<file path="config.mk">
export PLATFORM = sky130hd
export DESIGN_NAME = binary_to_decimal_ascii
export DESIGN_NICKNAME = d
export VERILOG_FILES = /design/src/hw/rtl/bdasc_pkg.sv /design/src/hw/rtl/bdasc_dabble.sv /design/src/hw/rtl/binary_to_decimal_ascii.sv
export SDC_FILE = /design/constraint.sdc
export NUM_CORES = 1
export LEC_CHECK = 0
export ABC_AREA = 1
export CORE_MARGIN = 4
export CORE_UTILIZATION = 40
export DETAILED_ROUTE_END_ITERATION = 16
export DONT_BUFFER_PORTS = 1
export PLACE_DENSITY = 0.63
export SLEW_MARGIN = 20
export SYNTH_ARGS = -nofsm -noshare
export SYNTH_HDL_FRONTEND = slang
export SYNTH_SLANG_ARGS = --single-unit
export TNS_END_PERCENT = 20
</file>
<file path="constraint.sdc">
create_clock -name clock -period 14.8 [get_ports clock]
set_input_delay 0.74 -clock clock [delete_from_list [all_inputs] [get_ports clock]]
set_output_delay 0.74 -clock clock [all_outputs]
set_load 0.05 [all_outputs]
</file>
<file path="src/hw/rtl/bdasc_pkg.sv">
`default_nettype none
// ----------------------------------------------------------------------------
// Binary to decimal ASCII package
// Shared widths, defaults and character codes for the decimal text formatter.
// ----------------------------------------------------------------------------
package bdasc_pkg;

   localparam int VALUE_W        = 64;
   localparam int VALUE_BITS_DEF = 64;
   localparam int MAX_DIGITS_DEF = 20;

   localparam int CSR_W = 7;
   localparam int CHAR_W = 8;
   localparam int LEN_W = 8;

   localparam logic [CSR_W-1:0]  BUF_CHARS_RESET = 7'd36;
   localparam logic [CHAR_W-1:0] CHAR_ZERO       = 8'h30;
   localparam logic [CHAR_W-1:0] CHAR_MINUS      = 8'h2D;
   localparam logic [CHAR_W-1:0] CHAR_NONE       = 8'h00;

endpackage
`default_nettype wire

</file>
<file path="src/hw/rtl/bdasc_dabble.sv">
`default_nettype none
// ----------------------------------------------------------------------------
// Shift-add-3 step
// One double-dabble step: corrects every BCD digit and shifts the binary bit in.
// ----------------------------------------------------------------------------
module bdasc_dabble #(
   parameter int VALUE_BITS = bdasc_pkg::VALUE_BITS_DEF,
   parameter int BCD_DIGITS = 20
) (
   input  wire logic [BCD_DIGITS*4-1:0] bcd_cur,
   input  wire logic [VALUE_BITS-1:0]   bin_cur,
   output logic      [BCD_DIGITS*4-1:0] bcd_nxt,
   output logic      [VALUE_BITS-1:0]   bin_nxt
);

   localparam int BCD_W = BCD_DIGITS * 4;

   logic [BCD_W-1:0] bcd_adj;

   always_comb begin
      for (int i = 0; i < BCD_DIGITS; i++) begin
         if (bcd_cur[i*4 +: 4] >= 4'd5) begin
            bcd_adj[i*4 +: 4] = bcd_cur[i*4 +: 4] + 4'd3;
         end else begin
            bcd_adj[i*4 +: 4] = bcd_cur[i*4 +: 4];
         end
      end
   end

   assign bcd_nxt = {bcd_adj[BCD_W-2:0], bin_cur[VALUE_BITS-1]};
   assign bin_nxt = {bin_cur[VALUE_BITS-2:0], 1'b0};

endmodule
`default_nettype wire

</file>
<file path="src/hw/rtl/binary_to_decimal_ascii.sv">
`default_nettype none
// ----------------------------------------------------------------------------
// Binary to decimal ASCII
// Converts a signed or unsigned integer into decimal text, one character per beat.
// ----------------------------------------------------------------------------
// A beat on the req channel carries the integer in tdata and the signed flag in
// tuser. The rsp channel returns the text most significant character first,
// with a leading minus for negative signed values, tlast on the final beat.
// If the text plus its terminator does not fit the buffer size held in the
// csr register, a single beat with tdata zero, tuser and tlast set is returned.
// The conversion runs through one shift-add-3 unit, one bit per cycle. An item
// is accepted, converted over all VALUE_BITS bits, trimmed of its leading zero
// digits one at a time, sized against the buffer and then sent one character
// at a time, a leading minus sign first.
// req_tready is high only while the sequencer is idle; the last character may
// still wait in the output register while the next item is taken.
// A stalled receiver holds the output register and pauses the sending of characters.
// Reset empties the output register, returns to idle and sets the buffer
// size to 36.
module binary_to_decimal_ascii #(
   parameter int VALUE_BITS = bdasc_pkg::VALUE_BITS_DEF,
   parameter int MAX_DIGITS = bdasc_pkg::MAX_DIGITS_DEF
) (
   input  wire logic                             clock,
   input  wire logic                             reset,
   input  wire logic                             req_tvalid,
   output logic                                  req_tready,
   input  wire logic [bdasc_pkg::VALUE_W-1:0]    req_tdata,  // value
   input  wire logic                             req_tuser,  // is_signed
   output logic                                  rsp_tvalid,
   input  wire logic                             rsp_tready,
   output logic      [bdasc_pkg::CHAR_W-1:0]     rsp_tdata,  // char_code
   output logic                                  rsp_tlast,
   output logic                                  rsp_tuser,  // overflow_error
   input  wire logic                             csr_valid,
   output logic                                  csr_ready,
   input  wire logic [bdasc_pkg::CSR_W-1:0]      csr_data
);

   localparam int BCD_DIGITS = (VALUE_BITS * 30103) / 100000 + 1;
   localparam int BCD_W      = BCD_DIGITS * 4;
   localparam int CNT_W      = $clog2(VALUE_BITS + 1);
   localparam int DIG_W      = $clog2(BCD_DIGITS + 1);
   localparam int LEN_W      = bdasc_pkg::LEN_W;

   localparam logic [1:0] ST_IDLE = 2'd0;
   localparam logic [1:0] ST_CONV = 2'd1;
   localparam logic [1:0] ST_SCAN = 2'd2;
   localparam logic [1:0] ST_EMIT = 2'd3;

   logic [1:0]                     state_ff, state_in;
   logic [VALUE_BITS-1:0]          bin_ff, bin_in;
   logic [BCD_W-1:0]               bcd_ff, bcd_in;
   logic [CNT_W-1:0]               cnt_ff, cnt_in;
   logic [DIG_W-1:0]               ndig_ff, ndig_in;
   logic                           neg_ff, neg_in;
   logic                           sign_pend_ff, sign_pend_in;
   logic                           err_ff, err_in;
   logic [bdasc_pkg::CSR_W-1:0]    buf_ff;
   logic                           rsp_valid_ff, rsp_valid_in;
   logic [bdasc_pkg::CHAR_W-1:0]   rsp_data_ff, rsp_data_in;
   logic                           rsp_last_ff, rsp_last_in;
   logic                           rsp_user_ff, rsp_user_in;

   logic [VALUE_BITS-1:0]          req_value;
   logic                           req_neg;
   logic [BCD_W-1:0]               dab_bcd;
   logic [VALUE_BITS-1:0]          dab_bin;
   logic [3:0]                     top_digit;
   logic [LEN_W-1:0]               text_len;
   logic                           err_calc;
   logic                           out_free;
   logic [BCD_W-1:0]               bcd_shift;

   bdasc_dabble #(
      .VALUE_BITS (VALUE_BITS),
      .BCD_DIGITS (BCD_DIGITS)
   ) u_dabble (
      .bcd_cur (bcd_ff),
      .bin_cur (bin_ff),
      .bcd_nxt (dab_bcd),
      .bin_nxt (dab_bin)
   );

   assign req_value = req_tdata[VALUE_BITS-1:0];
   assign req_neg   = req_tuser & req_value[VALUE_BITS-1];
   assign top_digit = bcd_ff[BCD_W-1 -: 4];
   assign bcd_shift = {bcd_ff[BCD_W-5:0], 4'b0000};
   assign text_len  = LEN_W'(ndig_ff) + LEN_W'(neg_ff);
   assign err_calc  = (LEN_W'(ndig_ff) > LEN_W'(MAX_DIGITS)) ||
                      (text_len >= LEN_W'(buf_ff));
   assign out_free  = !rsp_valid_ff || rsp_tready;

   always_comb begin
      state_in     = state_ff;
      bin_in       = bin_ff;
      bcd_in       = bcd_ff;
      cnt_in       = cnt_ff;
      ndig_in      = ndig_ff;
      neg_in       = neg_ff;
      sign_pend_in = sign_pend_ff;
      err_in       = err_ff;
      rsp_valid_in = rsp_valid_ff && !rsp_tready;
      rsp_data_in  = rsp_data_ff;
      rsp_last_in  = rsp_last_ff;
      rsp_user_in  = rsp_user_ff;
      unique case (state_ff)
         ST_IDLE: begin
            if (req_tvalid) begin
               neg_in   = req_neg;
               bin_in   = req_neg ? (~req_value + VALUE_BITS'(1)) : req_value;
               bcd_in   = '0;
               cnt_in   = CNT_W'(VALUE_BITS);
               state_in = ST_CONV;
            end
         end
         ST_CONV: begin
            bcd_in = dab_bcd;
            bin_in = dab_bin;
            cnt_in = cnt_ff - CNT_W'(1);
            if (cnt_ff == CNT_W'(1)) begin
               ndig_in  = DIG_W'(BCD_DIGITS);
               state_in = ST_SCAN;
            end
         end
         ST_SCAN: begin
            if ((top_digit == 4'd0) && (ndig_ff != DIG_W'(1))) begin
               bcd_in  = bcd_shift;
               ndig_in = ndig_ff - DIG_W'(1);
            end else begin
               err_in       = err_calc;
               sign_pend_in = neg_ff;
               state_in     = ST_EMIT;
            end
         end
         ST_EMIT: begin
            if (out_free) begin
               rsp_valid_in = 1'b1;
               if (err_ff) begin
                  rsp_data_in = bdasc_pkg::CHAR_NONE;
                  rsp_last_in = 1'b1;
                  rsp_user_in = 1'b1;
                  state_in    = ST_IDLE;
               end else if (sign_pend_ff) begin
                  rsp_data_in  = bdasc_pkg::CHAR_MINUS;
                  rsp_last_in  = 1'b0;
                  rsp_user_in  = 1'b0;
                  sign_pend_in = 1'b0;
               end else begin
                  rsp_data_in = bdasc_pkg::CHAR_ZERO + {4'b0000, top_digit};
                  rsp_last_in = (ndig_ff == DIG_W'(1));
                  rsp_user_in = 1'b0;
                  bcd_in      = bcd_shift;
                  ndig_in     = ndig_ff - DIG_W'(1);
                  if (ndig_ff == DIG_W'(1)) begin
                     state_in = ST_IDLE;
                  end
               end
            end
         end
         default: begin
            state_in = ST_IDLE;
         end
      endcase
   end

   always_ff @(posedge clock) begin
      if (reset) begin
         state_ff     <= ST_IDLE;
         cnt_ff       <= '0;
         ndig_ff      <= '0;
         neg_ff       <= 1'b0;
         sign_pend_ff <= 1'b0;
         err_ff       <= 1'b0;
         buf_ff       <= bdasc_pkg::BUF_CHARS_RESET;
         rsp_valid_ff <= 1'b0;
      end else begin
         state_ff     <= state_in;
         cnt_ff       <= cnt_in;
         ndig_ff      <= ndig_in;
         neg_ff       <= neg_in;
         sign_pend_ff <= sign_pend_in;
         err_ff       <= err_in;
         rsp_valid_ff <= rsp_valid_in;
         if (csr_valid) begin
            buf_ff <= csr_data;
         end
      end
   end

   always_ff @(posedge clock) begin
      bin_ff      <= bin_in;
      bcd_ff      <= bcd_in;
      rsp_data_ff <= rsp_data_in;
      rsp_last_ff <= rsp_last_in;
      rsp_user_ff <= rsp_user_in;
   end

   assign req_tready = (state_ff == ST_IDLE);
   assign csr_ready  = 1'b1;
   assign rsp_tvalid = rsp_valid_ff;
   assign rsp_tdata  = rsp_data_ff;
   assign rsp_tlast  = rsp_last_ff;
   assign rsp_tuser  = rsp_user_ff;

`ifndef ASSERT_OFF
   a_accept_starts_conv: assert property (@(posedge clock) disable iff (reset)
      (req_tvalid && req_tready) |=> (state_ff == ST_CONV))
      else $error("accepted beat did not start a conversion");

   a_conv_count_live: assert property (@(posedge clock) disable iff (reset)
      (state_ff == ST_CONV) |-> (cnt_ff != '0))
      else $error("bit counter empty during conversion");

   a_digits_present: assert property (@(posedge clock) disable iff (reset)
      ((state_ff == ST_SCAN) || (state_ff == ST_EMIT)) |-> (ndig_ff != '0))
      else $error("no digits left while scanning or sending");

   a_error_beat_form: assert property (@(posedge clock) disable iff (reset)
      (rsp_tvalid && rsp_tuser) |-> (rsp_tlast && (rsp_tdata == bdasc_pkg::CHAR_NONE)))
      else $error("error beat is not a lone terminating beat");

   a_last_ends_item: assert property (@(posedge clock) disable iff (reset)
      (state_ff == ST_EMIT && out_free && rsp_last_in && !err_ff && !sign_pend_ff)
      |=> (state_ff == ST_IDLE))
      else $error("sequencer kept running after the last character");
`endif

endmodule
`default_nettype wire
</file>
==> run metrics <==
status finished, final reports clean; leak pwr around 5.3 nW; Ys Warns 0; count of different cell masters after synthesis just over 40; Clock transition at path regs ~70 ps; Starting Density 0.409; initial antenna violation count 0; Hold Slack around 360 ps; Clock power frac 0.192; TritonCTS clock tree yes; Core Region roughly 0.029 sq mm; largest net degree at the start of global routing 81; Tcrit/Tclk final 0.219; Worst EP required ~15000 ps; Post-Syn Instances approximately 1600; switching pwr approximately 0.96 mW; port bufs 0; busiest layer in global routing met2; M1 GR Usage 0.230; min-delay worst type in2reg; drt pass-1 iters 6; post-route antenna net violation count 0; setup TNS 0 ps; Die X ~180 microns; dpl hpwl between 20000 and 25000 microns; Filler Cells Inserted ~3000; crit path capture type flip-flop; Slew HR 0.286; final slew viol count 0; maximum vdd ir drop just under 0.09 mV; FF+latch count, synth 177; routing usage on met2 0.280; sequential power share 0.419; switching share of total power 0.415; top cell type by total area after synthesis edfxtp_1; Internal Power approximately 1.4 mW; Placement Cell Area 0.0122 sq mm; H-tree lvl count 4; Slew @ Worst Pin approximately 1100 ps; Crit Path Class reg2reg; setup violators final 0; # Max-Cap Violations 0; fin area between 0.01 and 0.015 sq mm; post-synth top area share 0.384; Clock Tree Root clkbuf_16; post-CTS sizing 0; Clock Skew between 15 and 20 ps; total track usage 0.169; layout cell share with drive strength beyond 1 0.0626; Comb pwr share 0.389; GP Congestion between 0.9 and 1; final net count around 1700; crit-path max FO 74; Post-Syn Area 0.0119 sq mm; # DRC 0; CP Data Arrival Time approximately 3300 ps; Clk Latency, worst-skew pair between 400 and 500 ps; WL final between 20000 and 30000 microns; Post-CTS Setup Inserts 0; PD cells around 180 mW/mm^2; number of global-route vias before repair 9464; cts hold-fix bufs 0; I/O pins 90; 1st-iter DRT viols 798; top cells by area, synth edfxtp_1 38%, nand2_1 11%, nor2_1 8.3%, inv_1 6.3%, ha_1 6.1%; n_diodes 0; crit start category flip-flop; wire length per cell after detailed routing about 15 microns; Die H 180 microns; gr ovfl total 0; Layout area overhead 7.48%; Global Route met3 Usage 0.0371; CTS max path bufs 2; Max Fclk 309 MHz; via count around 10000; die area around 0.032 sq mm; RSZ-0062 raised after global routing no; Cell Rows between 60 and 70; syn_area_per_cell roughly 7.6 sq um; Seq/Total Area, Yosys 0.427; routed vias/inst between 5 and 6; cts bufs inserted 17; first-pass GRT wire length 46100 microns; Final Hold Fails 0; clock sinks between 150 and 200; minimum clock period 3240 ps
## power by group through the flow
| stage | clock network, mW | registers (mW) | logic [mW] |
|---|---|---|---|
| 2_1_floorplan | 0 | 0.957 | 0.716 |
| 3_3_place_gp | 0 | 0.978 | 0.885 |
| 3_5_place_dp | 0 | 0.981 | 0.904 |
| 4_1_cts | 0.455 | 0.976 | 0.908 |
| 5_1_grt | 0.474 | 1.00 | 1.05 |
| 6_report | 0.446 | 0.975 | 0.903 |
## cell type report
type,instances,area [sq um],share of cell area
multi-input cells,1125,5810,0.455
clock buffers,20,479,0.0376
clock inverters,12,92.6,0.00726
inverters,210,795,0.0623
flip-flops and latches,177,5060,0.397
well taps,384,480,0.0377
repair buffers,5,37.5,0.00294
## registers in the layout, indices dropped and copies added, names as in the netlist
register	flops
bcd_ff	80
bin_ff	64
buf_ff	7
cnt_ff	7
err_ff	1
ndig_ff	5
neg_ff	1
rsp_tdata	6
rsp_tlast	1
rsp_tuser	1
rsp_tvalid	1
sign_pend_ff	1
state_ff	2
## synthesized netlist by cell type, drive strengths merged
cell type	instances
o21ai	135
o21bai	1
nor3b	1
o32ai	29
or2	3
a211oi	3
nand3b	3
nor2	284
dfxtp	25
inv	208
clkbuf	15
o211ai	5
a21oi	55
a31oi	3
edfxtp	152
conb	2
o22ai	39
nand3	90
nand4	13
and3	1
buf	29
xnor2	4
nand2	371
ha	58
xor2	23
clkinv	2
nor4	1
## cells by family (layout without fill, tap and decap cells)
logic type,Yosys count,in the layout,synth area share
other,2,3,0.000633
buffers and inverters,254,247,0.0857
XOR/XNOR,27,27,0.0199
flip-flops,177,177,0.427
adder cells (fa/ha/maj),58,58,0.0611
AND/OR/NAND/NOR,767,767,0.275
AO/OA/AOI/OAI,270,270,0.131
## layout by cell type, fill, tap and decap left out, types with 2 or more instances in the layout
cell type,count
nand3_2,2
buf_4,5
xor2_1,23
ha_1,57
a21oi_1,55
nand2_1,352
inv_1,198
inv_2,10
clkinv_2,4
conb_1,3
clkbuf_16,19
nand3b_1,3
o21ai_0,125
nand4_1,13
nand2_4,8
o21ai_2,3
nand3_1,88
a211oi_1,3
clkinv_4,3
edfxtp_1,152
nor2_4,10
o211ai_1,5
inv_6,4
o22ai_1,39
nor2_2,10
a31oi_1,3
nor2_1,263
nand2_2,11
or2_0,3
dfxtp_1,25
o32ai_1,29
o21ai_1,6
xnor2_1,4
## worst max-delay path, cell delays in order (launching register included)
cell     delay (ps)
dfxtp_1         330
inv_1           100
ha_2            170
buf_4           510
inv_2            40
buf_4           380
nor2_2          190
nor2_1          100
inv_2           350
buf_4           590
## stage by stage
step,power (mW),setup WS [ps],util,cells
finish,2.32,11560,0.440,1933
global route,2.53,11240,0.440,1933
CTS,2.34,11530,0.440,1933
detailed placement,1.89,11530,0.420,1901
global placement,1.86,11620,0.420,1901
floorplan,1.67,9890,-,1556
## final timing paths
| check | to | slack, ps | from | depth (start not counted) |
|---|---|---|---|---|
| min | rsp_tvalid | 360 | reset | 1 |
| max | bin_ff[5] | 11560 | state_ff[1] | 9 |
| max reg2reg | bin_ff[5] | 11560 | state_ff[1] | 9 |
| min reg2reg | buf_ff[4] | 470 | buf_ff[4] | 2 |
## routing by layer
layer / up-vias / wire [microns]
met2: 271 / 13000
li1: 5110 / -
met3: 24 / 1640
met5: - / 0
met4: 0 / 333
met1: 4618 / 13200
(Power assumes the default switching activity.)
